**src/rtl/vdl2c_pkg.sv**
```systemverilog
package vdl2c_pkg;

  localparam int LANES   = 4;
  localparam int ELEM_W  = 16;
  localparam int PROD_W  = 2 * ELEM_W;
  localparam int ACC_W   = 42;
  localparam int HALF_W  = ACC_W / 2;
  localparam int FRAC_W  = 28;
  localparam int Q_W     = 41;
  localparam int CNT_W   = 3;
  localparam int PADDR_W = 3;
  localparam int PDATA_W = 32;

  localparam logic [ACC_W-1:0] ONE_Q = ACC_W'(1) << FRAC_W;
  localparam logic [ACC_W-1:0] TWO_Q = ACC_W'(1) << (FRAC_W + 1);

  // register byte addresses
  localparam logic [PADDR_W-1:0] ADDR_METRIC_MODE = 3'd0;

  localparam logic MODE_L2     = 1'b0;
  localparam logic MODE_COSINE = 1'b1;

  typedef struct packed {
    logic signed [ELEM_W-1:0] left_lane0;
    logic signed [ELEM_W-1:0] left_lane1;
    logic signed [ELEM_W-1:0] left_lane2;
    logic signed [ELEM_W-1:0] left_lane3;
    logic signed [ELEM_W-1:0] right_lane0;
    logic signed [ELEM_W-1:0] right_lane1;
    logic signed [ELEM_W-1:0] right_lane2;
    logic signed [ELEM_W-1:0] right_lane3;
    logic [CNT_W-1:0]         lanes_valid;
    logic                     last_group;
  } in_item_t;

  typedef struct packed {
    logic [ACC_W-1:0] distance;
    logic             zero_norm;
    logic             saturated;
  } out_item_t;

  typedef struct packed {
    logic [PROD_W-1:0]        sq_diff;
    logic signed [PROD_W-1:0] dot;
    logic [PROD_W-1:0]        sq_left;
    logic [PROD_W-1:0]        sq_right;
  } lane_prod_t;

  typedef struct packed {
    logic [ACC_W-1:0]        diff;
    logic signed [ACC_W-1:0] dot;
    logic [ACC_W-1:0]        lnorm;
    logic [ACC_W-1:0]        rnorm;
    logic                    sat;
  } acc_t;

  typedef enum logic [2:0] {
    ST_RUN = 3'b001,
    ST_FIN = 3'b010,
    ST_COS = 3'b100
  } top_state_t;

  typedef enum logic [4:0] {
    CS_IDLE = 5'b00001,
    CS_MUL  = 5'b00010,
    CS_SQRT = 5'b00100,
    CS_DIV  = 5'b01000,
    CS_DONE = 5'b10000
  } cos_state_t;

endpackage

```
**src/rtl/vdl2c_lane.sv**
```systemverilog
module vdl2c_lane (
  input  logic                               clk,
  input  logic                               en,
  input  logic                               act,
  input  logic signed [vdl2c_pkg::ELEM_W-1:0] left,
  input  logic signed [vdl2c_pkg::ELEM_W-1:0] right,
  output vdl2c_pkg::lane_prod_t              prod_r
);

  logic signed [vdl2c_pkg::ELEM_W:0]  d;
  logic [vdl2c_pkg::ELEM_W:0]         ad_w;
  logic [vdl2c_pkg::ELEM_W-1:0]       ad;
  logic [vdl2c_pkg::ELEM_W-1:0]       al;
  logic [vdl2c_pkg::ELEM_W-1:0]       ar;
  vdl2c_pkg::lane_prod_t              prod_nxt;

  always_comb begin
    d    = {left[vdl2c_pkg::ELEM_W-1], left} - {right[vdl2c_pkg::ELEM_W-1], right};
    ad_w = d[vdl2c_pkg::ELEM_W] ? (~d + 1'b1) : d;
    ad   = ad_w[vdl2c_pkg::ELEM_W-1:0];
    al   = left[vdl2c_pkg::ELEM_W-1] ? (~left + 1'b1) : left;
    ar   = right[vdl2c_pkg::ELEM_W-1] ? (~right + 1'b1) : right;
    prod_nxt.sq_diff  = ad * ad;
    prod_nxt.dot      = left * right;
    prod_nxt.sq_left  = al * al;
    prod_nxt.sq_right = ar * ar;
    // idle lanes contribute nothing
    if (!act) begin
      prod_nxt = '0;
    end
  end

  always_ff @(posedge clk) begin
    if (en) begin
      prod_r <= prod_nxt;
    end
  end

endmodule

```
**config.mk**
```make
export PLATFORM = sky130hd
export DESIGN_NAME = vdl2c_lane
export DESIGN_NICKNAME = d
export VERILOG_FILES = /design/src/rtl/vdl2c_pkg.sv /design/src/rtl/vdl2c_lane.sv
export SDC_FILE = /design/constraint.sdc
export NUM_CORES = 2
export LEC_CHECK = 0
export BUFFER_PORTS_ARGS = -buffer_cell sky130_fd_sc_hd__buf_4
export CAP_MARGIN = 30
export CELL_PAD_IN_SITES_DETAIL_PLACEMENT = 1
export CELL_PAD_IN_SITES_GLOBAL_PLACEMENT = 1
export CORE_UTILIZATION = 46
export CTS_CLUSTER_DIAMETER = 200
export DETAILED_ROUTE_END_ITERATION = 8
export GPL_ROUTABILITY_DRIVEN = 0
export PLACE_DENSITY = 0.86
export SLEW_MARGIN = 30
export SYNTH_ARGS = -nofsm -noshare
export SYNTH_HDL_FRONTEND = slang
export SYNTH_SLANG_ARGS = --single-unit
export TNS_END_PERCENT = 50
```
**constraint.sdc**
```tcl
create_clock -name clk -period 18.1 [get_ports clk]
set_input_delay 0.905 -clock clk [delete_from_list [all_inputs] [get_ports clk]]
set_output_delay 0.905 -clock clk [all_outputs]
set_load 0.01 [all_outputs]
```
==> metrics.txt <==
# TYPE chip_impl_metric gauge
chip_impl_info{name="status",value="finished clean"} 1
chip_impl_metric{name="post_route_cells_drive_above_1_share",unit="%"} 6.09
chip_impl_info{name="cts_tree",value="done"} 1
chip_impl_metric{name="first_global_vias",unit=""} 32700
chip_impl_metric{name="pin_count_of_the_biggest_net_entering_global_routing",unit=""} 67
chip_impl_metric{name="cts_hold_repair.buffers",unit=""} 0
chip_impl_metric{name="asyncSetResetFlopFracSynth",unit="%"} 0
chip_impl_metric{name="antenna_found_initial",unit=""} 3
chip_impl_metric{name="timing.hold.worst_path_depth",unit=""} 1
chip_impl_metric{name="place_hpwl",unit="µm"} 88000
chip_impl_metric{name="required",unit="ps"} 18370
chip_impl_metric{name="floorplan.die_area",unit="µm²"} 80700
chip_impl_metric{name="flow.area_growth_from_synthesis",unit="%"} 8.35
chip_impl_metric{name="routed-via-count",unit=""} 27500
chip_impl_info{name="top_area_cells_in_the_synthesized_netlist",value="sky130_fd_sc_hd__fa_1 (41%), sky130_fd_sc_hd__ha_1 (14%), sky130_fd_sc_hd__inv_1 (11%)"} 1
chip_impl_metric{name="h-tree-depth",unit=""} 4
chip_impl_info{name="synth_area_leader_cell",value="sky130_fd_sc_hd__fa_1"} 1
chip_impl_metric{name="distinct_cell_type_count_of_the_synthesized_netlist",unit=""} 75
chip_impl_metric{name="maximum_fanout_encountered_on_the_critical_timing_path",unit=""} 17
chip_impl_metric{name="fillers",unit=""} 9195
chip_impl_metric{name="drtAntennaViolNets",unit=""} 0
chip_impl_metric{name="number_of_buffers_created_by_cts",unit=""} 17
chip_impl_info{name="rsz_0062_raised_after_global_routing",value="no"} 1
chip_impl_metric{name="floorplan.rows",unit=""} 103
chip_impl_metric{name="clock-sinks",unit=""} 125
chip_impl_metric{name="mean_area_per_synthesized_cell",unit="µm²"} 9.22
chip_impl_info{name="timing.critical_path.from",value="right[5]"} 1
chip_impl_metric{name="wirelength",unit="µm"} 105000
chip_impl_info{name="critical_path.slowest_cell",value="sky130_fd_sc_hd__xor2_1"} 1
chip_impl_info{name="worstSetupPathType",value="primary input to flip-flop"} 1
chip_impl_metric{name="detail_route.iter0.violations",unit=""} 1496
chip_impl_metric{name="netlist.area_leader.share",unit="%"} 41.2
chip_impl_metric{name="clock_path_buffers",unit=""} 2
chip_impl_metric{name="die_ht",unit="µm"} 284
chip_impl_metric{name="drv_cap",unit=""} 0
chip_impl_metric{name="worst_slew_margin_rel",unit="%"} 33.1
chip_impl_metric{name="achievable_freq",unit="MHz"} 97.2
chip_impl_metric{name="number_of_flops_mapped_to_enable_cells_by_yosys",unit=""} 125
chip_impl_metric{name="cp_data_arrival_time",unit="ps"} 10560
chip_impl_info{name="ys.flop_type",value="sky130_fd_sc_hd__edfxtp_1"} 1
chip_impl_metric{name="drt_first_pass_iters",unit=""} 5
chip_impl_info{name="setup.worst_path.end_class",value="flip-flop"} 1
chip_impl_metric{name="io_pins",unit=""} 163
chip_impl_metric{name="routed_wire_length_per_instance",unit="µm"} 20.4
chip_impl_metric{name="drt-vias-per-instance",unit=""} 5.33
chip_impl_metric{name="post_synthesis_register_bit_count",unit=""} 125
chip_impl_metric{name="synth.yosys.warnings",unit=""} 0
chip_impl_info{name="max_flop_register",value="prod_r"} 1
chip_impl_metric{name="place.port_buffers",unit=""} 159
chip_impl_metric{name="grtUsageTotal",unit="%"} 27.2
chip_impl_info{name="root_buffer",value="sky130_fd_sc_hd__clkbuf_16"} 1
chip_impl_metric{name="postLayoutCoreUtil",unit="%"} 50.3
chip_impl_metric{name="synthCells",unit=""} 3971
chip_impl_metric{name="finalMaxSlewViolations",unit=""} 0
chip_impl_info{name="crit_path_start_kind",value="primary input"} 1
chip_impl_metric{name="clk_pin_slew",unit="ps"} 70
chip_impl_metric{name="timing.critical_path.slowest_cell_delay",unit="ps"} 570
chip_impl_metric{name="seq_area_frac_synth",unit="%"} 10.3
chip_impl_metric{name="floorplan.core_area",unit="µm²"} 78900
chip_impl_metric{name="cts_resized",unit=""} 0
chip_impl_info{name="worst_hold_class",value="primary input to flip-flop"} 1
chip_impl_metric{name="first_pass_grt_wire_length",unit="µm"} 171000
chip_impl_metric{name="number_of_remaining_drc_errors",unit=""} 0
chip_impl_metric{name="finalHoldViolations",unit=""} 0
chip_impl_info{name="layout_top_registers",value="prod_r x125"} 1
chip_impl_metric{name="final_nets",unit=""} 5283
chip_impl_info{name="hold_start",value="en"} 1
chip_impl_metric{name="initial_core_util",unit="%"} 46.4
chip_impl_metric{name="post_cts_buffers",unit=""} 0
chip_impl_metric{name="fin_setup_tns",unit="ps"} 0
chip_impl_metric{name="least_margin_pin_slew",unit="ps"} 1000
chip_impl_metric{name="final.period_utilization",unit="%"} 56.9
chip_impl_metric{name="final_number_of_setup_violating_endpoints",unit=""} 0
chip_impl_metric{name="post_synth_instance_area",unit="µm²"} 36600
chip_impl_metric{name="grt_overflow",unit=""} 0
chip_impl_metric{name="horizontal_extent_of_the_die",unit="µm"} 284
chip_impl_metric{name="largest_register_ffs",unit=""} 125
chip_impl_metric{name="period_needed",unit="ps"} 10290
[final timing paths]
kind                  slack [ps]           to
worst max-delay path        7810  prod_r[124]
worst min-delay path         900   prod_r[24]
[stage by stage]
step           hold slack, ps  cell area (µm²)  std cells  setup WS [ps]
3_5_place_dp             1310            39000       5125           7360
2_1_floorplan            1020            36700       3996           8500
3_3_place_gp             1310            39000       5125           7710
5_1_grt                   904            39700       5157           7180
4_1_cts                   869            39600       5157           7900
6_report                  899            39700       5159           7810
[kinds of logic (layout without fill, tap and decap cells)]
logic type | after synthesis | after routing | share of synthesized area [%]
XOR/XNOR | 177 | 177 | 4.28
adder cells (fa/ha/maj) | 1154 | 1154 | 54.9
AO/OA/AOI/OAI | 363 | 363 | 6.57
buffers and inverters | 1174 | 1285 | 12.1
flip-flops | 125 | 125 | 10.3
other | 2 | 29 | 0.0205
AND/OR/NAND/NOR | 976 | 976 | 11.9
[placed cells by master (no fill, tap or decap), drive strengths merged, types with 9 or more instances in the layout]
master | synthesis | final
nand2b | 53 | 53
nand4 | 10 | 10
nor2 | 372 | 372
buf | 14 | 186
edfxtp | 125 | 125
nor2b | 12 | 12
o31ai | 12 | 12
fa | 753 | 753
conb | 2 | 27
a31oi | 15 | 15
clkbuf | 93 | 17
a21o | 65 | 65
nand2 | 328 | 328
a21oi | 95 | 95
nand3 | 21 | 21
o21a | 20 | 20
clkinv | 15 | 15
o21ai | 62 | 62
or3 | 13 | 13
a211oi | 15 | 15
o21bai | 22 | 22
and2 | 100 | 100
xnor2 | 119 | 119
ha | 401 | 401
inv | 1052 | 1062
nor3 | 30 | 30
and3 | 9 | 9
xor2 | 58 | 58
[cell type report]
| class | count | area (µm²) | area share (%) |
|---|---|---|---|
| Multi-Input combinational cell | 2697 | 28600 | 72.1 |
| Tap cell | 1050 | 1310 | 3.31 |
| Sequential cell | 125 | 3750 | 9.47 |
| Timing Repair Buffer | 186 | 1400 | 3.53 |
| Clock inverter | 15 | 178 | 0.448 |
| Antenna cell | 2 | 5.00 | 0.0126 |
| Clock buffer | 17 | 425 | 1.07 |
| Inverter | 1067 | 4010 | 10.1 |
[routing by layer]
layer / GRT usage [%] / share of wire, % / vias to the layer above
li1: - / - / 12100
met1: 31.3 / 38 / 14200
met2: 49.7 / 53 / 857
met3: 4.04 / 5.3 / 279
met4: 12.2 / 4.0 / 2
met5: 0 / 0.011 / -
[synthesized netlist by cell type, drive strengths merged (5+ instances only)]
library cell	count
and3	9
nor2	372
nand3	21
a211oi	15
nand2b	53
nand4	10
a21oi	95
or2	7
a41oi	5
or4	7
o31ai	12
nor3	30
inv	1052
and2	100
o21bai	22
a2111oi	5
a21boi	5
ha	401
fa	753
o21a	20
xnor2	119
clkinv	15
nand2	328
a21o	65
nor2b	12
buf	14
xor2	58
clkbuf	93
a31oi	15
o21ai	62
or3	13
edfxtp	125
[critical path: cells and delay by family]
family                     cells  cell delay, ps
AOI/OAI and AO/OA              8            2710
and+or+nand+nor                6            1420
buffers and inverters          8            1230
xor gates and xnor gates       2             710
adders and majority gates      8            3560
Power is left out: the tool's default activity adds up to more than one toggle a clock period on the data nets, which glitch-free logic cannot reach.
