$ cat config.mk
export PLATFORM = sky130hd
export DESIGN_NAME = vdl2c_merge
export DESIGN_NICKNAME = d
export VERILOG_FILES = /design/src/rtl/vdl2c_pkg.sv /design/src/rtl/vdl2c_merge.sv
export SDC_FILE = /design/constraint.sdc
export NUM_CORES = 1
export LEC_CHECK = 0
export BUFFER_PORTS_ARGS = -buffer_cell sky130_fd_sc_hd__buf_2
export CORE_MARGIN = 10
export CORE_UTILIZATION = 40
export DETAILED_ROUTE_END_ITERATION = 7
export PLACE_DENSITY_LB_ADDON = 0.2
export SLEW_MARGIN = 20
export SYNTH_ARGS = -nofsm -noshare
export SYNTH_HDL_FRONTEND = slang
export SYNTH_SLANG_ARGS = --single-unit
$ cat constraint.sdc
create_clock -name clk -period 15.3 [get_ports clk]
set_clock_uncertainty 0.1 [all_clocks]
set_input_delay 3.06 -clock clk [delete_from_list [all_inputs] [get_ports clk]]
set_output_delay 3.06 -clock clk [all_outputs]
set_load 0.03 [all_outputs]
$ cat src/rtl/vdl2c_pkg.sv
package vdl2c_pkg;

  localparam int LANES   = 4;
  localparam int ELEM_W  = 16;
  localparam int PROD_W  = 2 * ELEM_W;
  localparam int ACC_W   = 42;
  localparam int HALF_W  = ACC_W / 2;
  localparam int FRAC_W  = 28;
  localparam int Q_W     = 41;
  localparam int CNT_W   = 3;
  localparam int PADDR_W = 3;
  localparam int PDATA_W = 32;

  localparam logic [ACC_W-1:0] ONE_Q = ACC_W'(1) << FRAC_W;
  localparam logic [ACC_W-1:0] TWO_Q = ACC_W'(1) << (FRAC_W + 1);

  // register byte addresses
  localparam logic [PADDR_W-1:0] ADDR_METRIC_MODE = 3'd0;

  localparam logic MODE_L2     = 1'b0;
  localparam logic MODE_COSINE = 1'b1;

  typedef struct packed {
    logic signed [ELEM_W-1:0] left_lane0;
    logic signed [ELEM_W-1:0] left_lane1;
    logic signed [ELEM_W-1:0] left_lane2;
    logic signed [ELEM_W-1:0] left_lane3;
    logic signed [ELEM_W-1:0] right_lane0;
    logic signed [ELEM_W-1:0] right_lane1;
    logic signed [ELEM_W-1:0] right_lane2;
    logic signed [ELEM_W-1:0] right_lane3;
    logic [CNT_W-1:0]         lanes_valid;
    logic                     last_group;
  } in_item_t;

  typedef struct packed {
    logic [ACC_W-1:0] distance;
    logic             zero_norm;
    logic             saturated;
  } out_item_t;

  typedef struct packed {
    logic [PROD_W-1:0]        sq_diff;
    logic signed [PROD_W-1:0] dot;
    logic [PROD_W-1:0]        sq_left;
    logic [PROD_W-1:0]        sq_right;
  } lane_prod_t;

  typedef struct packed {
    logic [ACC_W-1:0]        diff;
    logic signed [ACC_W-1:0] dot;
    logic [ACC_W-1:0]        lnorm;
    logic [ACC_W-1:0]        rnorm;
    logic                    sat;
  } acc_t;

  typedef enum logic [2:0] {
    ST_RUN = 3'b001,
    ST_FIN = 3'b010,
    ST_COS = 3'b100
  } top_state_t;

  typedef enum logic [4:0] {
    CS_IDLE = 5'b00001,
    CS_MUL  = 5'b00010,
    CS_SQRT = 5'b00100,
    CS_DIV  = 5'b01000,
    CS_DONE = 5'b10000
  } cos_state_t;

endpackage

$ cat src/rtl/vdl2c_merge.sv
module vdl2c_merge (
  input  logic                  clk,
  input  logic                  rst_n,
  input  logic                  en,
  input  logic                  clr,
  input  vdl2c_pkg::lane_prod_t prod [vdl2c_pkg::LANES],
  output vdl2c_pkg::acc_t       acc_r
);

  localparam logic [vdl2c_pkg::ACC_W+1:0] UMAX_W = {2'b00, {vdl2c_pkg::ACC_W{1'b1}}};

  vdl2c_pkg::acc_t acc_nxt;
  vdl2c_pkg::acc_t acc_upd;

  always_comb begin
    logic [vdl2c_pkg::ACC_W+1:0]        sd;
    logic [vdl2c_pkg::ACC_W+1:0]        sl;
    logic [vdl2c_pkg::ACC_W+1:0]        sr;
    logic signed [vdl2c_pkg::ACC_W:0]   s;
    logic signed [vdl2c_pkg::ACC_W-1:0] dacc;
    logic                               sat;
    sat  = acc_r.sat;
    sd   = {2'b00, acc_r.diff};
    sl   = {2'b00, acc_r.lnorm};
    sr   = {2'b00, acc_r.rnorm};
    dacc = acc_r.dot;
    // unsigned sums only grow: clipping the total equals clipping each add
    for (int i = 0; i < vdl2c_pkg::LANES; i++) begin
      sd = sd + (vdl2c_pkg::ACC_W + 2)'(prod[i].sq_diff);
      sl = sl + (vdl2c_pkg::ACC_W + 2)'(prod[i].sq_left);
      sr = sr + (vdl2c_pkg::ACC_W + 2)'(prod[i].sq_right);
    end
    // signed dot clips in lane order
    for (int i = 0; i < vdl2c_pkg::LANES; i++) begin
      s = {dacc[vdl2c_pkg::ACC_W-1], dacc} + (vdl2c_pkg::ACC_W + 1)'(prod[i].dot);
      if (s[vdl2c_pkg::ACC_W] != s[vdl2c_pkg::ACC_W-1]) begin
        sat  = 1'b1;
        dacc = s[vdl2c_pkg::ACC_W] ? {1'b1, {(vdl2c_pkg::ACC_W-1){1'b0}}}
                                   : {1'b0, {(vdl2c_pkg::ACC_W-1){1'b1}}};
      end else begin
        dacc = s[vdl2c_pkg::ACC_W-1:0];
      end
    end
    acc_upd.dot = dacc;
    if (sd > UMAX_W) begin
      sat = 1'b1;
      acc_upd.diff = {vdl2c_pkg::ACC_W{1'b1}};
    end else begin
      acc_upd.diff = sd[vdl2c_pkg::ACC_W-1:0];
    end
    if (sl > UMAX_W) begin
      sat = 1'b1;
      acc_upd.lnorm = {vdl2c_pkg::ACC_W{1'b1}};
    end else begin
      acc_upd.lnorm = sl[vdl2c_pkg::ACC_W-1:0];
    end
    if (sr > UMAX_W) begin
      sat = 1'b1;
      acc_upd.rnorm = {vdl2c_pkg::ACC_W{1'b1}};
    end else begin
      acc_upd.rnorm = sr[vdl2c_pkg::ACC_W-1:0];
    end
    acc_upd.sat = sat;

    acc_nxt = acc_r;
    if (clr) begin
      acc_nxt = '0;
    end else if (en) begin
      acc_nxt = acc_upd;
    end
  end

  always_ff @(posedge clk) begin
    if (!rst_n) begin
      acc_r <= '0;
    end else begin
      acc_r <= acc_nxt;
    end
  end

endmodule

==> results of run 1 <==
[through the flow]
step,cells,worst slack [ns]
2_1_floorplan,3177,2.03
3_3_place_gp,4630,0.135
3_5_place_dp,4630,-0.0991
4_1_cts,4662,0.317
5_1_grt,4665,-0.0190
6_report,4668,0.597
[cells in the final DEF, fill, tap and decap left out, types with 8 or more instances in the layout]
cell,synthesis,final
clkbuf_16,0,17
buf_2,32,683
xnor2_1,129,129
o21ai_1,9,9
inv_1,85,85
o31ai_1,16,16
xor2_1,102,102
o21bai_1,38,38
nand2b_1,28,27
nand4_1,42,42
and4_1,18,18
a21boi_0,11,11
and2_1,24,24
a211o_1,8,8
nor3_1,45,45
ha_1,287,287
nand2_1,152,152
nor2b_1,27,26
a21o_1,152,152
buf_4,3,32
o21a_1,31,31
o21ai_0,309,309
a21oi_1,444,441
or3_1,16,16
and3_1,43,43
o2111ai_1,9,9
or2_2,10,10
nand3_1,67,67
o211ai_1,27,27
nor2_1,159,159
fa_1,289,289
maj3_1,18,18
o22ai_1,12,12
dfxtp_1,169,169
a41oi_1,10,10
a211oi_1,36,34
a31oi_1,68,68
[worst min path at each step]
stage | startpoint | end | slack (ns) | depth (start not counted)
floorplan | acc_r[39]$_SDFFE_PP0P_ | acc_r[39]$_SDFFE_PP0P_ | 0.50 | 2
global placement | acc_r[39]$_SDFFE_PP0P_ | acc_r[39]$_SDFFE_PP0P_ | 0.38 | 2
detailed placement | acc_r[39]$_SDFFE_PP0P_ | acc_r[39]$_SDFFE_PP0P_ | 0.40 | 2
CTS | acc_r[39]$_SDFFE_PP0P_ | acc_r[39]$_SDFFE_PP0P_ | 0.41 | 2
global route | acc_r[39]$_SDFFE_PP0P_ | acc_r[39]$_SDFFE_PP0P_ | 0.43 | 2
finish | acc_r[39]$_SDFFE_PP0P_ | acc_r[39]$_SDFFE_PP0P_ | 0.42 | 2
[logic make-up after synthesis]
kind of cell	Yosys count	share of synthesized area, %
adders and majority gates	600	35.1
AOI/OAI and AO/OA	1280	29.0
xor gates and xnor gates	235	7.67
DFF	169	12.4
buffers and inverters	221	3.33
muxes	6	0.224
and+or+nand+nor	666	12.3
[per-layer routing]
layer | share of wire (%) | global-route usage [%]
met5 | 0.020 | 0
met3 | 7.7 | 6.09
met1 | 43 | 33.8
met4 | 2.4 | 6.36
met2 | 47 | 42.5
[worst max-delay path, delay by kind of cell]
family                     cells  cell delay [ns]
and+or+nand+nor                7             1.49
buffers and inverters          7             1.28
AOI/OAI and AO/OA             30             6.76
adders and majority gates      6             1.98
xor gates and xnor gates       1             0.21
muxes                          1             0.17
[area by class of cell]
| type | instances | area share (%) |
|---|---|---|
| flip-flops and latches | 169 | 10.5 |
| inverters | 85 | 0.988 |
| diodes | 3 | 0.0233 |
| clock inverters | 13 | 0.446 |
| repair buffers | 719 | 11.5 |
| clock buffers | 19 | 1.34 |
| well taps | 873 | 3.38 |
| multi-input cells | 2787 | 71.8 |
[what timing repair did]
| item | CTS | global route |
|---|---|---|
| setup endpoints to repair | 0 | 43 |
| hold endpoints to repair | 0 | 0 |
| setup buffers | 0 | 3 |
| resized for setup | 0 | 13 |
==> metrics.txt, run 1 <==
I/O pins=685; setup tns final=0 ns; htree depth=4; Cell Area, Placed=31600 um2; WP data required=15.58 ns; Starting Density=40.6%; post-route cell area=32300 um2; kind of critical path=in -> reg; Final period util=96.1%; Wirelength per Cell=23.1 um; r2r startpoint=acc_r[97]$_SDFFE_PP0P_; core area=67500 um2; Largest regs=acc_r: 169 flops; WHS=roughly 0.42 ns; vias=26800; Fill cells=6756; area leader, netlist=fa_1; GP Congestion=1.02; via-per-instance ratio=about 5.7; RSZ-0062 raised after global routing=yes; Mapped Area=27400 um2; Post-synth top cells=a21oi_1, o21ai_0, fa_1; die footprint=between 70000 and 80000 um2; Reg area=3380 um2; worst min path class=reg -> reg; vias in the first global route=26700; Synth top area share=21.1%; Primary FF master, synth=dfxtp_1; DRT Pass-1 Iters=5; Total Wirelength=108000 um; Fmax=68.0 MHz; CTS Root Cell=clkbuf_16; Mean Syn Cell Area=8.62 um2; Util after Layout=approximately 48%; max reg flops=169; Num CTS Buffers=17; CP endpoint=acc_r[120]$_SDFFE_PP0P_; Top reg by flops=acc_r; Rel. slew slack=29.1%; CTS tree=built; max-slew violation count=0; total track usage=25.9%; sequential-to-total area share from yosys stat=12.4%; Crit Path Max Fanout=34; run status=complete, no violations; final-stage net count=4871; post-synthesis cell type count=98; yosys warns=0; Layout area overhead=17.9%; Worst Max-Slew Pin Slew=1.06 ns; initial antenna violation count=4; clock sink count=169; num rows=95; proportion of layout cells with a drive suffix above 1=between 20 and 25%; Synth area leaders=fa_1, ha_1, dfxtp_1, a21oi_1, o21ai_0; Crit path largest cell delay=0.47 ns; Worst path most repeated cell=ha_1; port bufs=684; final hold violations=0; multi-input combinational cell area=23200 um2; Async S/R FF share, synth=0%; antenna viol nets, final=0; Critical Path Slowest Stage Cell=o41a_1; die width=between 200 and 300 um; Crit. End Element=register; CTS Buffer Depth=2; largest net degree at the start of global routing=86; hold buffer count at CTS=0; Net Count, Synth=4269; cell with the most instances after synthesis=a21oi_1; Critical Path AT=~15 ns; reg2reg setup slack=roughly 2.9 ns; Synth Instances=3177; reg2reg end=acc_r[120]$_SDFFE_PP0P_; Worst-path clk slew=0.06 ns; Worst-Skew Late Latency=about 0.47 ns; Worst Setup SP=prod[448]; first-pass GRT wire length=159000 um; Post-synth EDFFs=0; DRT iter0 DRCs=2064; Final Critical Period=14.70 ns; Remaining DRCs=0; # setup viols final=0; max cap viols=0; #FFs+latches synth=169; Setup crit start kind=input pin; R2R cell count=48; Die Ht=around 280 um; gr ovfl total=0; hpwl dp=92200 um
Power of run 1 is left out: the tool's default activity adds up to more than one toggle a clock period on the data nets, which glitch-free logic cannot reach.
==> run 2: changes to the inputs <==
BUFFER_PORTS_ARGS = default   (was -buffer_cell sky130_fd_sc_hd__buf_2)
DONT_BUFFER_PORTS = 1   (was default)
clock period = 12.9 ns   (was 15.3 ns; I/O delays follow)
==> metrics.txt, run 2 (synthesis results as in run 1) <==
Fill cells=6447 (-4.6%); Starting Density=40.6% (unchanged); final-stage net count=4776 (-2.0%); Total Wirelength=116000 um (+7.6%); Layout area overhead=25.3%; Crit. End Element=register; run status=complete, no violations; Hold Path Origin=acc_r[97]$_SDFFE_PP0P_; first-pass GRT wire length=169000 um (+6.4%); die footprint=79300 um2 (unchanged); initial antenna violation count=4 (unchanged); max reg flops=169 (unchanged); worst path buffer plus inverter count=10 (+3); Top reg by flops=acc_r; htree depth=4 (unchanged); Worst path most repeated cell=buf_4; total track usage=27.6% (+1.7 points); DRT iter0 DRCs=1840 (-11%); Crit Path Max Fanout=11 (-68%); hold buffer count at CTS=0 (unchanged); most frequent cells in the layout=buf_4, a21oi_1, o21ai_0, fa_1, ha_1; num rows=95 (unchanged); Worst-path clk slew=0.07 ns (about the same); Worst-Skew Late Latency=0.48 ns (about the same); Critical Path Slowest Stage Cell=or4b_4; number of cells on the critical path=53 (+1.9%); max cap viols=0 (unchanged); clock sink count=169 (unchanged); WP data required=13.21 ns (-2.37 ns); r2r startpoint=acc_r[98]$_SDFFE_PP0P_; Largest regs=acc_r: 169 flops; Remaining DRCs=0 (unchanged); proportion of layout cells with a drive suffix above 1=23.2% (+1.5 points); largest net degree at the start of global routing=241 (+180%); Fmax=78.2 MHz; Setup crit start kind=input pin; hpwl dp=98400 um (+6.7%); vias in the first global route=27300 (+2.5%); CTS Root Cell=clkbuf_16; Wirelength per Cell=25.3 um (+9.8%); Rel. slew slack=29.6% (+0.51 points); Final period util=99.2%; final hold violations=0 (unchanged); RSZ-0062 raised after global routing=yes; via-per-instance ratio=5.96 (+3.9%); crit-path leading delay family=compound AO/OA/AOI/OAI gates; die width=282 um (unchanged); Num CTS Buffers=17 (unchanged); Die Ht=282 um (unchanged); Critical Path AT=13.10 ns (-1.89 ns); port bufs=0 (-100%); Hold Path End=acc_r[97]$_SDFFE_PP0P_; kind of critical path=in -> reg; core area=67500 um2 (unchanged); reg2reg end=acc_r[107]$_SDFFE_PP0P_; hold path depth=3 (+1); R2R cell count=53 (+10%); Final Critical Period=12.79 ns; GP Congestion=1.01 (-1.2%); CTS Buffer Depth=2 (unchanged); reg2reg setup slack=1.56 ns (-1.35 ns); CTS tree=built; # setup viols final=0 (unchanged); Crit path largest cell delay=0.51 ns (+0.04 ns); worst min path class=reg -> reg; post-route cell area=34300 um2 (+6.3%); vias=27200 (+1.8%); Worst Max-Slew Pin Slew=1.05 ns (-0.00764 ns); Cell Area, Placed=32400 um2 (+2.4%); DRT Pass-1 Iters=5 (unchanged); I/O pins=685 (unchanged); gr ovfl total=0 (unchanged); most common cell after layout, fill and taps aside=buf_4; max-slew violation count=0 (unchanged); antenna viol nets, final=0 (unchanged)
-- run 2: changes by cell type in the layout (fill, tap and decap cells not counted), sizes merged --
cell,before,now
clkinvlp,3,2
clkbuf,19,26
diode,3,4
buf,719,618
-- run 2: worst max-delay path by stage --
stage	end	slack, ns	from
6_report	acc_r[107]$_SDFFE_PP0P_	0.11	prod[448]
5_1_grt	acc_r[125]$_SDFFE_PP0P_	-0.37	prod[448]
4_1_cts	acc_r[108]$_SDFFE_PP0P_	0.0005	prod[448]
3_5_place_dp	acc_r[124]$_SDFFE_PP0P_	-0.91	prod[452]
3_3_place_gp	acc_r[103]$_SDFFE_PP0P_	-0.80	prod[452]
2_1_floorplan	acc_r[103]$_SDFFE_PP0P_	0.11	prod[448]
-- run 2: what timing repair did --
action / 4_1_cts / 5_1_grt
resized for setup: 35 / 187
setup buffers: 2 / 33
pin swaps: 13 / 89
setup endpoints to repair: 43 / 43
cloned: 0 / 9
-- run 2: tightest hold or removal path: cells and delay by family, from the launching register on --
family	cells	cell delay, ns
AO/OA/AOI/OAI	1	0.06
buffers and inverters	1	0.19
flip-flops	1	0.30
AND/OR/NAND/NOR	1	0.11
-- run 2: final cells by class --
type / instances / area, um2 / share of cell area, %
sequential: 169 / 3380 / 9.86
multi-input combinational: 2787 / 24000 / 69.9
inverter: 85 / 319 / 0.930
tap: 873 / 1090 / 3.18
clock inverter: 12 / 136 / 0.397
timing repair buffer: 624 / 4940 / 14.4
antenna: 4 / 10.0 / 0.0292
clock buffer: 20 / 467 / 1.36
-- run 2: stage by stage --
step	setup TNS, ns	setup WS, ns	instances	hold WS [ns]	util [%]
6_report	0	0.107	4574	0.598	50.8
5_1_grt	-13.86	-0.374	4571	0.636	50.8
4_1_cts	0	0.000491	4530	0.613	49.1
3_5_place_dp	-37.84	-0.909	4496	0.599	47.9
3_3_place_gp	-31.94	-0.797	4496	0.573	47.9
2_1_floorplan	0	0.106	3177	0.505	-
-- run 2: metal layers --
layer / global-route usage, % / vias to the layer above / share of wire (%)
met5: 0 / - / 0.020
met4: 6.68 / 4 / 2.4
met3: 6.60 / 146 / 7.6
met2: 46.7 / 960 / 48
met1: 35.0 / 13400 / 42
li1: - / 12800 / -
Power of run 2 is left out for the same reason.
