### src/rtl/vdl2c_pkg.sv
package vdl2c_pkg;

  localparam int LANES   = 4;
  localparam int ELEM_W  = 16;
  localparam int PROD_W  = 2 * ELEM_W;
  localparam int ACC_W   = 42;
  localparam int HALF_W  = ACC_W / 2;
  localparam int FRAC_W  = 28;
  localparam int Q_W     = 41;
  localparam int CNT_W   = 3;
  localparam int PADDR_W = 3;
  localparam int PDATA_W = 32;

  localparam logic [ACC_W-1:0] ONE_Q = ACC_W'(1) << FRAC_W;
  localparam logic [ACC_W-1:0] TWO_Q = ACC_W'(1) << (FRAC_W + 1);

  // register byte addresses
  localparam logic [PADDR_W-1:0] ADDR_METRIC_MODE = 3'd0;

  localparam logic MODE_L2     = 1'b0;
  localparam logic MODE_COSINE = 1'b1;

  typedef struct packed {
    logic signed [ELEM_W-1:0] left_lane0;
    logic signed [ELEM_W-1:0] left_lane1;
    logic signed [ELEM_W-1:0] left_lane2;
    logic signed [ELEM_W-1:0] left_lane3;
    logic signed [ELEM_W-1:0] right_lane0;
    logic signed [ELEM_W-1:0] right_lane1;
    logic signed [ELEM_W-1:0] right_lane2;
    logic signed [ELEM_W-1:0] right_lane3;
    logic [CNT_W-1:0]         lanes_valid;
    logic                     last_group;
  } in_item_t;

  typedef struct packed {
    logic [ACC_W-1:0] distance;
    logic             zero_norm;
    logic             saturated;
  } out_item_t;

  typedef struct packed {
    logic [PROD_W-1:0]        sq_diff;
    logic signed [PROD_W-1:0] dot;
    logic [PROD_W-1:0]        sq_left;
    logic [PROD_W-1:0]        sq_right;
  } lane_prod_t;

  typedef struct packed {
    logic [ACC_W-1:0]        diff;
    logic signed [ACC_W-1:0] dot;
    logic [ACC_W-1:0]        lnorm;
    logic [ACC_W-1:0]        rnorm;
    logic                    sat;
  } acc_t;

  typedef enum logic [2:0] {
    ST_RUN = 3'b001,
    ST_FIN = 3'b010,
    ST_COS = 3'b100
  } top_state_t;

  typedef enum logic [4:0] {
    CS_IDLE = 5'b00001,
    CS_MUL  = 5'b00010,
    CS_SQRT = 5'b00100,
    CS_DIV  = 5'b01000,
    CS_DONE = 5'b10000
  } cos_state_t;

endpackage

### src/rtl/vdl2c_cos.sv
module vdl2c_cos (
  input  logic                               clk,
  input  logic                               rst_n,
  input  logic                               start,
  input  logic                               ack,
  input  logic [vdl2c_pkg::ACC_W-1:0]        lnorm,
  input  logic [vdl2c_pkg::ACC_W-1:0]        rnorm,
  input  logic signed [vdl2c_pkg::ACC_W-1:0] dot,
  output logic                               done,
  output logic [vdl2c_pkg::ACC_W-1:0]        distance
);

  localparam int PW    = 2 * vdl2c_pkg::ACC_W;
  localparam int REM_W = vdl2c_pkg::ACC_W + 3;
  localparam int NUM_W = vdl2c_pkg::ACC_W + vdl2c_pkg::FRAC_W;
  localparam int H     = vdl2c_pkg::HALF_W;
  localparam logic [6:0] MUL_LAST  = 7'd3;
  localparam logic [6:0] SQRT_LAST = 7'(vdl2c_pkg::ACC_W - 1);
  localparam logic [6:0] DIV_LAST  = 7'(NUM_W - 1);

  vdl2c_pkg::cos_state_t state_r, state_nxt;
  logic [6:0]                  cnt_r, cnt_nxt;
  logic [vdl2c_pkg::ACC_W-1:0] a_r, a_nxt, b_r, b_nxt;
  logic                        neg_r, neg_nxt;
  logic [PW-1:0]               prod_r, prod_nxt;
  logic [vdl2c_pkg::ACC_W-1:0] root_r, root_nxt;
  logic [REM_W-1:0]            rem_r, rem_nxt;
  logic [NUM_W-1:0]            num_r, num_nxt;
  logic [vdl2c_pkg::ACC_W-1:0] drem_r, drem_nxt;
  logic [vdl2c_pkg::Q_W-1:0]   q_r, q_nxt;

  always_comb begin
    logic [H-1:0]                 ah;
    logic [H-1:0]                 bh;
    logic [2*H-1:0]               pp;
    logic [REM_W-1:0]             rem2;
    logic [REM_W-1:0]             trial;
    logic [vdl2c_pkg::ACC_W:0]    dsh;
    logic [vdl2c_pkg::Q_W-1:0]    qs;
    logic [vdl2c_pkg::ACC_W-1:0]  mag;
    state_nxt = state_r;
    cnt_nxt   = cnt_r;
    a_nxt     = a_r;
    b_nxt     = b_r;
    neg_nxt   = neg_r;
    prod_nxt  = prod_r;
    root_nxt  = root_r;
    rem_nxt   = rem_r;
    num_nxt   = num_r;
    drem_nxt  = drem_r;
    q_nxt     = q_r;
    ah    = cnt_r[0] ? a_r[2*H-1:H] : a_r[H-1:0];
    bh    = cnt_r[1] ? b_r[2*H-1:H] : b_r[H-1:0];
    pp    = ah * bh;
    rem2  = {rem_r[REM_W-3:0], prod_r[PW-1 -: 2]};
    trial = REM_W'({root_r, 2'b01});
    dsh   = {drem_r, num_r[NUM_W-1]};
    qs    = q_r[vdl2c_pkg::Q_W-1] ? q_r : {q_r[vdl2c_pkg::Q_W-2:0], 1'b0};
    mag   = dot[vdl2c_pkg::ACC_W-1] ? (~dot + 1'b1) : dot;
    case (state_r)
      vdl2c_pkg::CS_IDLE: begin
        if (start) begin
          a_nxt     = lnorm;
          b_nxt     = rnorm;
          neg_nxt   = dot[vdl2c_pkg::ACC_W-1];
          num_nxt   = {mag, {vdl2c_pkg::FRAC_W{1'b0}}};
          prod_nxt  = '0;
          cnt_nxt   = '0;
          state_nxt = vdl2c_pkg::CS_MUL;
        end
      end
      vdl2c_pkg::CS_MUL: begin
        // one 21x21 partial product per cycle
        prod_nxt = prod_r + ({{(PW-2*H){1'b0}}, pp} << (H * (int'(cnt_r[0]) + int'(cnt_r[1]))));
        cnt_nxt  = cnt_r + 7'd1;
        if (cnt_r == MUL_LAST) begin
          cnt_nxt   = '0;
          root_nxt  = '0;
          rem_nxt   = '0;
          state_nxt = vdl2c_pkg::CS_SQRT;
        end
      end
      vdl2c_pkg::CS_SQRT: begin
        // restoring square root, two radicand bits per step
        prod_nxt = {prod_r[PW-3:0], 2'b00};
        if (rem2 >= trial) begin
          rem_nxt  = rem2 - trial;
          root_nxt = {root_r[vdl2c_pkg::ACC_W-2:0], 1'b1};
        end else begin
          rem_nxt  = rem2;
          root_nxt = {root_r[vdl2c_pkg::ACC_W-2:0], 1'b0};
        end
        cnt_nxt = cnt_r + 7'd1;
        if (cnt_r == SQRT_LAST) begin
          cnt_nxt   = '0;
          drem_nxt  = '0;
          q_nxt     = '0;
          state_nxt = vdl2c_pkg::CS_DIV;
        end
      end
      vdl2c_pkg::CS_DIV: begin
        // restoring division, quotient held at its cap once reached
        num_nxt = {num_r[NUM_W-2:0], 1'b0};
        q_nxt   = qs;
        if (dsh >= {1'b0, root_r}) begin
          drem_nxt = vdl2c_pkg::ACC_W'(dsh - {1'b0, root_r});
          if (!qs[vdl2c_pkg::Q_W-1]) begin
            q_nxt = qs | vdl2c_pkg::Q_W'(1);
          end
        end else begin
          drem_nxt = dsh[vdl2c_pkg::ACC_W-1:0];
        end
        cnt_nxt = cnt_r + 7'd1;
        if (cnt_r == DIV_LAST) begin
          state_nxt = vdl2c_pkg::CS_DONE;
        end
      end
      vdl2c_pkg::CS_DONE: begin
        if (ack) begin
          state_nxt = vdl2c_pkg::CS_IDLE;
        end
      end
      default: begin
        state_nxt = vdl2c_pkg::CS_IDLE;
      end
    endcase
  end

  always_comb begin
    logic big;
    big = |q_r[vdl2c_pkg::Q_W-1:vdl2c_pkg::FRAC_W];
    if (neg_r) begin
      distance = big ? vdl2c_pkg::TWO_Q : vdl2c_pkg::ONE_Q + vdl2c_pkg::ACC_W'(q_r);
    end else begin
      distance = big ? '0 : vdl2c_pkg::ONE_Q - vdl2c_pkg::ACC_W'(q_r);
    end
  end

  assign done = (state_r == vdl2c_pkg::CS_DONE);

  always_ff @(posedge clk) begin
    if (!rst_n) begin
      state_r <= vdl2c_pkg::CS_IDLE;
      cnt_r   <= '0;
    end else begin
      state_r <= state_nxt;
      cnt_r   <= cnt_nxt;
    end
  end

  always_ff @(posedge clk) begin
    a_r    <= a_nxt;
    b_r    <= b_nxt;
    neg_r  <= neg_nxt;
    prod_r <= prod_nxt;
    root_r <= root_nxt;
    rem_r  <= rem_nxt;
    num_r  <= num_nxt;
    drem_r <= drem_nxt;
    q_r    <= q_nxt;
  end

endmodule

### config.mk
export PLATFORM = sky130hd
export DESIGN_NAME = vdl2c_cos
export DESIGN_NICKNAME = d
export VERILOG_FILES = /design/src/rtl/vdl2c_pkg.sv /design/src/rtl/vdl2c_cos.sv
export SDC_FILE = /design/constraint.sdc
export NUM_CORES = 2
export LEC_CHECK = 0
export BUFFER_PORTS_ARGS = -buffer_cell sky130_fd_sc_hd__buf_2
export CAP_MARGIN = 20
export CORE_MARGIN = 2
export CORE_UTILIZATION = 50
export CTS_CLUSTER_SIZE = 30
export DETAILED_ROUTE_END_ITERATION = 16
export GPL_TIMING_DRIVEN = 0
export MAX_ROUTING_LAYER = met4
export PLACE_DENSITY_LB_ADDON = 0.1
export SYNTH_ARGS = -nofsm -noshare
export SYNTH_HDL_FRONTEND = slang
export SYNTH_SLANG_ARGS = --single-unit
### constraint.sdc
create_clock -name clk -period 15 [get_ports clk]
set_input_delay 0.75 -clock clk [delete_from_list [all_inputs] [get_ports clk]]
set_output_delay 0.75 -clock clk [all_outputs]
set_load 0.1 [all_outputs]
==> impl_metrics.prom <==
# TYPE chip_impl_metric gauge
chip_impl_metric{name="skew",unit="ns"} 0.0364
chip_impl_info{name="timing.setup.critical_path_class",value="flop to flop"} 1
chip_impl_metric{name="placement_rows",unit=""} 106
chip_impl_metric{name="postRouteAntennaNets",unit=""} 0
chip_impl_metric{name="ctsHtreeMaxLevel",unit=""} 2
chip_impl_metric{name="postSynth.asyncResetShare",unit=""} 0
chip_impl_metric{name="synth.ff_latch_count",unit=""} 391
chip_impl_info{name="critPathCaptureType",value="flop"} 1
chip_impl_info{name="cts_tree",value="built"} 1
chip_impl_metric{name="cts.hold.buffers_added",unit=""} 0
chip_impl_metric{name="timing_hold_violations_final",unit=""} 0
chip_impl_metric{name="synthToLayoutAreaGrowth",unit="%"} 10.3
chip_impl_info{name="synth_largest_area_cell",value="sky130_fd_sc_hd__edfxtp_1"} 1
chip_impl_info{name="main_combinational_cell_family_by_area_after_synthesis",value="adder cells"} 1
chip_impl_metric{name="initial_utilization",unit=""} 0.505
chip_impl_metric{name="tightestPinTransition",unit="ns"} 1.22
chip_impl_metric{name="max_stage_delay",unit="ns"} 0.96
chip_impl_metric{name="ctsResizeCount",unit=""} 0
chip_impl_metric{name="fraction_of_synthesized_cell_area_in_xor_and_xnor_cells",unit=""} 0.0537
chip_impl_metric{name="slew_violations",unit=""} 0
chip_impl_metric{name="sequential_cell_area",unit="um^2"} 11600
chip_impl_metric{name="num-fill-cells",unit=""} 7729
chip_impl_metric{name="die_outline_width",unit="um"} 295
chip_impl_metric{name="route.final.wire_length",unit="mm"} 125
chip_impl_info{name="path_common_cell",value="sky130_fd_sc_hd__fa_1"} 1
chip_impl_info{name="top_usage_layer",value="met2"} 1
chip_impl_metric{name="post-route-min-period",unit="ns"} 14.04
chip_impl_metric{name="multi_input_area",unit="um^2"} 28000
chip_impl_metric{name="synth.area.mux_share",unit=""} 0.0496
chip_impl_metric{name="synthCells",unit=""} 4661
chip_impl_metric{name="dpl.hpwl",unit="mm"} 101
chip_impl_metric{name="clk_transition_reported_paths",unit="ns"} 0.06
chip_impl_metric{name="post_synth_instance_area",unit="um^2"} 42400
chip_impl_info{name="crit_path_top_delay_cell",value="sky130_fd_sc_hd__buf_1"} 1
chip_impl_metric{name="grt.met2_usage",unit=""} 0.456
chip_impl_info{name="synth-main-ff-cell",value="sky130_fd_sc_hd__edfxtp_1"} 1
chip_impl_metric{name="grt_start_max_net_pins",unit=""} 73
chip_impl_metric{name="drc",unit=""} 0
chip_impl_metric{name="number_of_flops_mapped_to_enable_cells_by_yosys",unit=""} 379
chip_impl_metric{name="wl_per_instance",unit="um"} 20.5
chip_impl_metric{name="detail_route.vias_per_cell",unit=""} 5.68
chip_impl_metric{name="cp_data_required_time",unit="ns"} 15.39
chip_impl_metric{name="setup-violations-final",unit=""} 0
chip_impl_metric{name="drt_first_pass_iters",unit=""} 5
chip_impl_metric{name="drt-initial-drc-count",unit=""} 2388
chip_impl_metric{name="syn_area_per_cell",unit="um^2"} 9.09
chip_impl_metric{name="fp.coreArea",unit="um^2"} 83800
chip_impl_metric{name="layout-drive-gt1-share",unit=""} 0.0791
chip_impl_info{name="grt_setup_unrepaired",value="false"} 1
chip_impl_metric{name="drv.max_cap_violation_count",unit=""} 0
chip_impl_metric{name="synth-adder-area-share",unit=""} 0.269
chip_impl_info{name="synth_area_leaders",value="sky130_fd_sc_hd__edfxtp_1 27%, sky130_fd_sc_hd__fa_1 17%, sky130_fd_sc_hd__ha_1 9.9%"} 1
chip_impl_metric{name="grtUsageMet3",unit=""} 0.0364
chip_impl_metric{name="ys_warn_count",unit=""} 0
chip_impl_info{name="synth.cells.most_frequent",value="645 x sky130_fd_sc_hd__nor2_1, 527 x sky130_fd_sc_hd__inv_1, 473 x sky130_fd_sc_hd__nand2_1, 379 x sky130_fd_sc_hd__edfxtp_1, 360 x sky130_fd_sc_hd__fa_1"} 1
chip_impl_metric{name="die_y",unit="um"} 295
chip_impl_metric{name="max_slew_margin",unit=""} 0.188
chip_impl_metric{name="grt_first_pass_wirelength",unit="mm"} 193
chip_impl_info{name="cts_root_buf",value="sky130_fd_sc_hd__clkbuf_16"} 1
chip_impl_metric{name="top_level_ports",unit=""} 173
chip_impl_metric{name="synth_top_cell_area_share",unit=""} 0.269
chip_impl_metric{name="cts_buffers",unit=""} 48
chip_impl_info{name="outcome",value="finished, final reports clean"} 1
chip_impl_metric{name="via_count",unit=""} 34554
chip_impl_info{name="worst_setup_path_start_kind",value="flop"} 1
chip_impl_metric{name="critical_path_peak_fanout",unit=""} 10
chip_impl_info{name="post-synth-top-count-cell",value="sky130_fd_sc_hd__nor2_1"} 1
chip_impl_metric{name="place.detailed.instances",unit=""} 5986
chip_impl_metric{name="place_congestion",unit=""} 0.936
chip_impl_metric{name="post_cts_buffers",unit=""} 0
chip_impl_metric{name="layout_worst_path_cycle_share",unit=""} 0.936
chip_impl_metric{name="port-buffer-count",unit=""} 167
chip_impl_metric{name="arrival",unit="ns"} 14.43
chip_impl_metric{name="fin_cells",unit=""} 6087
chip_impl_metric{name="seq_area_frac_synth",unit=""} 0.274
chip_impl_info{name="holdCritPathClass",value="input port to flop"} 1
chip_impl_metric{name="cts_num_sinks",unit=""} 391
chip_impl_metric{name="fin_tns_setup",unit="ns"} 0
chip_impl_metric{name="clock.fmax",unit="GHz"} 0.0712
chip_impl_metric{name="clock_insertion_delay_worst_skew",unit="ns"} 0.64
chip_impl_metric{name="dieArea",unit="um^2"} 87100
chip_impl_metric{name="number_of_distinct_standard_cells_referenced_by_the_synthesized_netlist",unit=""} 99
chip_impl_metric{name="grt_overflow",unit=""} 0
chip_impl_metric{name="globalRouteMet1Util",unit=""} 0.406
chip_impl_metric{name="grt_util_all_layers",unit=""} 0.294
chip_impl_metric{name="synth-compound-area-share",unit=""} 0.137
chip_impl_metric{name="layout.nets",unit=""} 5733
chip_impl_metric{name="vias_in_the_first_global_route",unit=""} 33835
chip_impl_metric{name="synth_simple_gate_area_share",unit=""} 0.149
chip_impl_metric{name="clock_tree.buffer_depth",unit=""} 3
chip_impl_metric{name="grt_antenna_before_repair",unit=""} 7
==> cells in the final DEF, fill, tap and decap left out, drive strengths merged, types with 156 or more instances in the layout <==
cell	instances
o21ai	259
fa	360
ha	336
buf	231
inv	530
nor2	645
a21oi	240
clkbuf	223
edfxtp	379
mux2i	156
nand2	473
==> final timing paths <==
| kind | slack, ns | to | cells after the start | from |
|---|---|---|---|---|
| worst max-delay path | 0.96 | prod_r[83]$_DFFE_PP_ | 44 | cnt_r[0]$_SDFFE_PN0P_ |
| worst min-delay path | 0.29 | b_r[21]$_DFFE_PP_ | 1 | rnorm[21] |
| worst max register to register | 0.96 | prod_r[83]$_DFFE_PP_ | 44 | cnt_r[0]$_SDFFE_PN0P_ |
| worst min register to register | 0.51 | cnt_r[6]$_SDFFE_PN0P_ | 2 | cnt_r[6]$_SDFFE_PN0P_ |
==> logic make-up after synthesis <==
family	after synthesis
adder cells (fa/ha/maj)	696
multiplexers	204
other	1
flip-flops	391
AND/OR/NAND/NOR	1462
AO/OA/AOI/OAI	917
XOR/XNOR	259
buffers and inverters	731
==> layer usage <==
layer  wire length (um)  vias to the layer above  share of wire
met5                  0                        -              0
met4               3720                        0          0.030
met3               8620                      170          0.069
met2              56600                     1155           0.45
met1              55800                    16882           0.45
li1                   -                    16347              -
==> area by class of cell <==
class,instances,area share
multi-input combinational,3543,0.599
sequential,391,0.249
inverter,527,0.0425
tap,1134,0.0304
clock buffer,58,0.0265
timing repair buffer,192,0.0255
buffer,204,0.0177
clock inverter,30,0.00921
antenna,8,0.000429
==> state kept, by name, indices dropped and copies added, names as in the netlist <==
name and cells:
cnt_r 7, a_r 42, num_r 42, neg_r 1
prod_r 84, root_r 42, q_r 41, b_r 42
rem_r 43, state_r 5, drem_r 42
==> through the flow <==
stage,setup slack [ns],cell area (um^2),util,hold slack (ns)
final,0.961,46700,0.557,0.290
after global routing,0.570,46700,0.557,0.268
after CTS,0.914,46600,0.557,0.251
after detailed placement,0.924,45000,0.537,0.493
after global placement,0.905,44600,0.533,0.495
after floorplan,4.09,42400,-,0.471
==> worst max-delay path: cells and delay by family (launching register included) <==
kind,cells,cell delay [ns]
AO/OA/AOI/OAI,19,4.49
XOR/XNOR,2,0.32
adder cells (fa/ha/maj),9,4.16
buffers and inverters,9,2.67
flip-flops,1,0.38
multiplexers,1,0.92
AND/OR/NAND/NOR,4,0.80
Power is left out: the tool's default activity adds up to more than one toggle a clock period on the data nets, which glitch-free logic cannot reach.
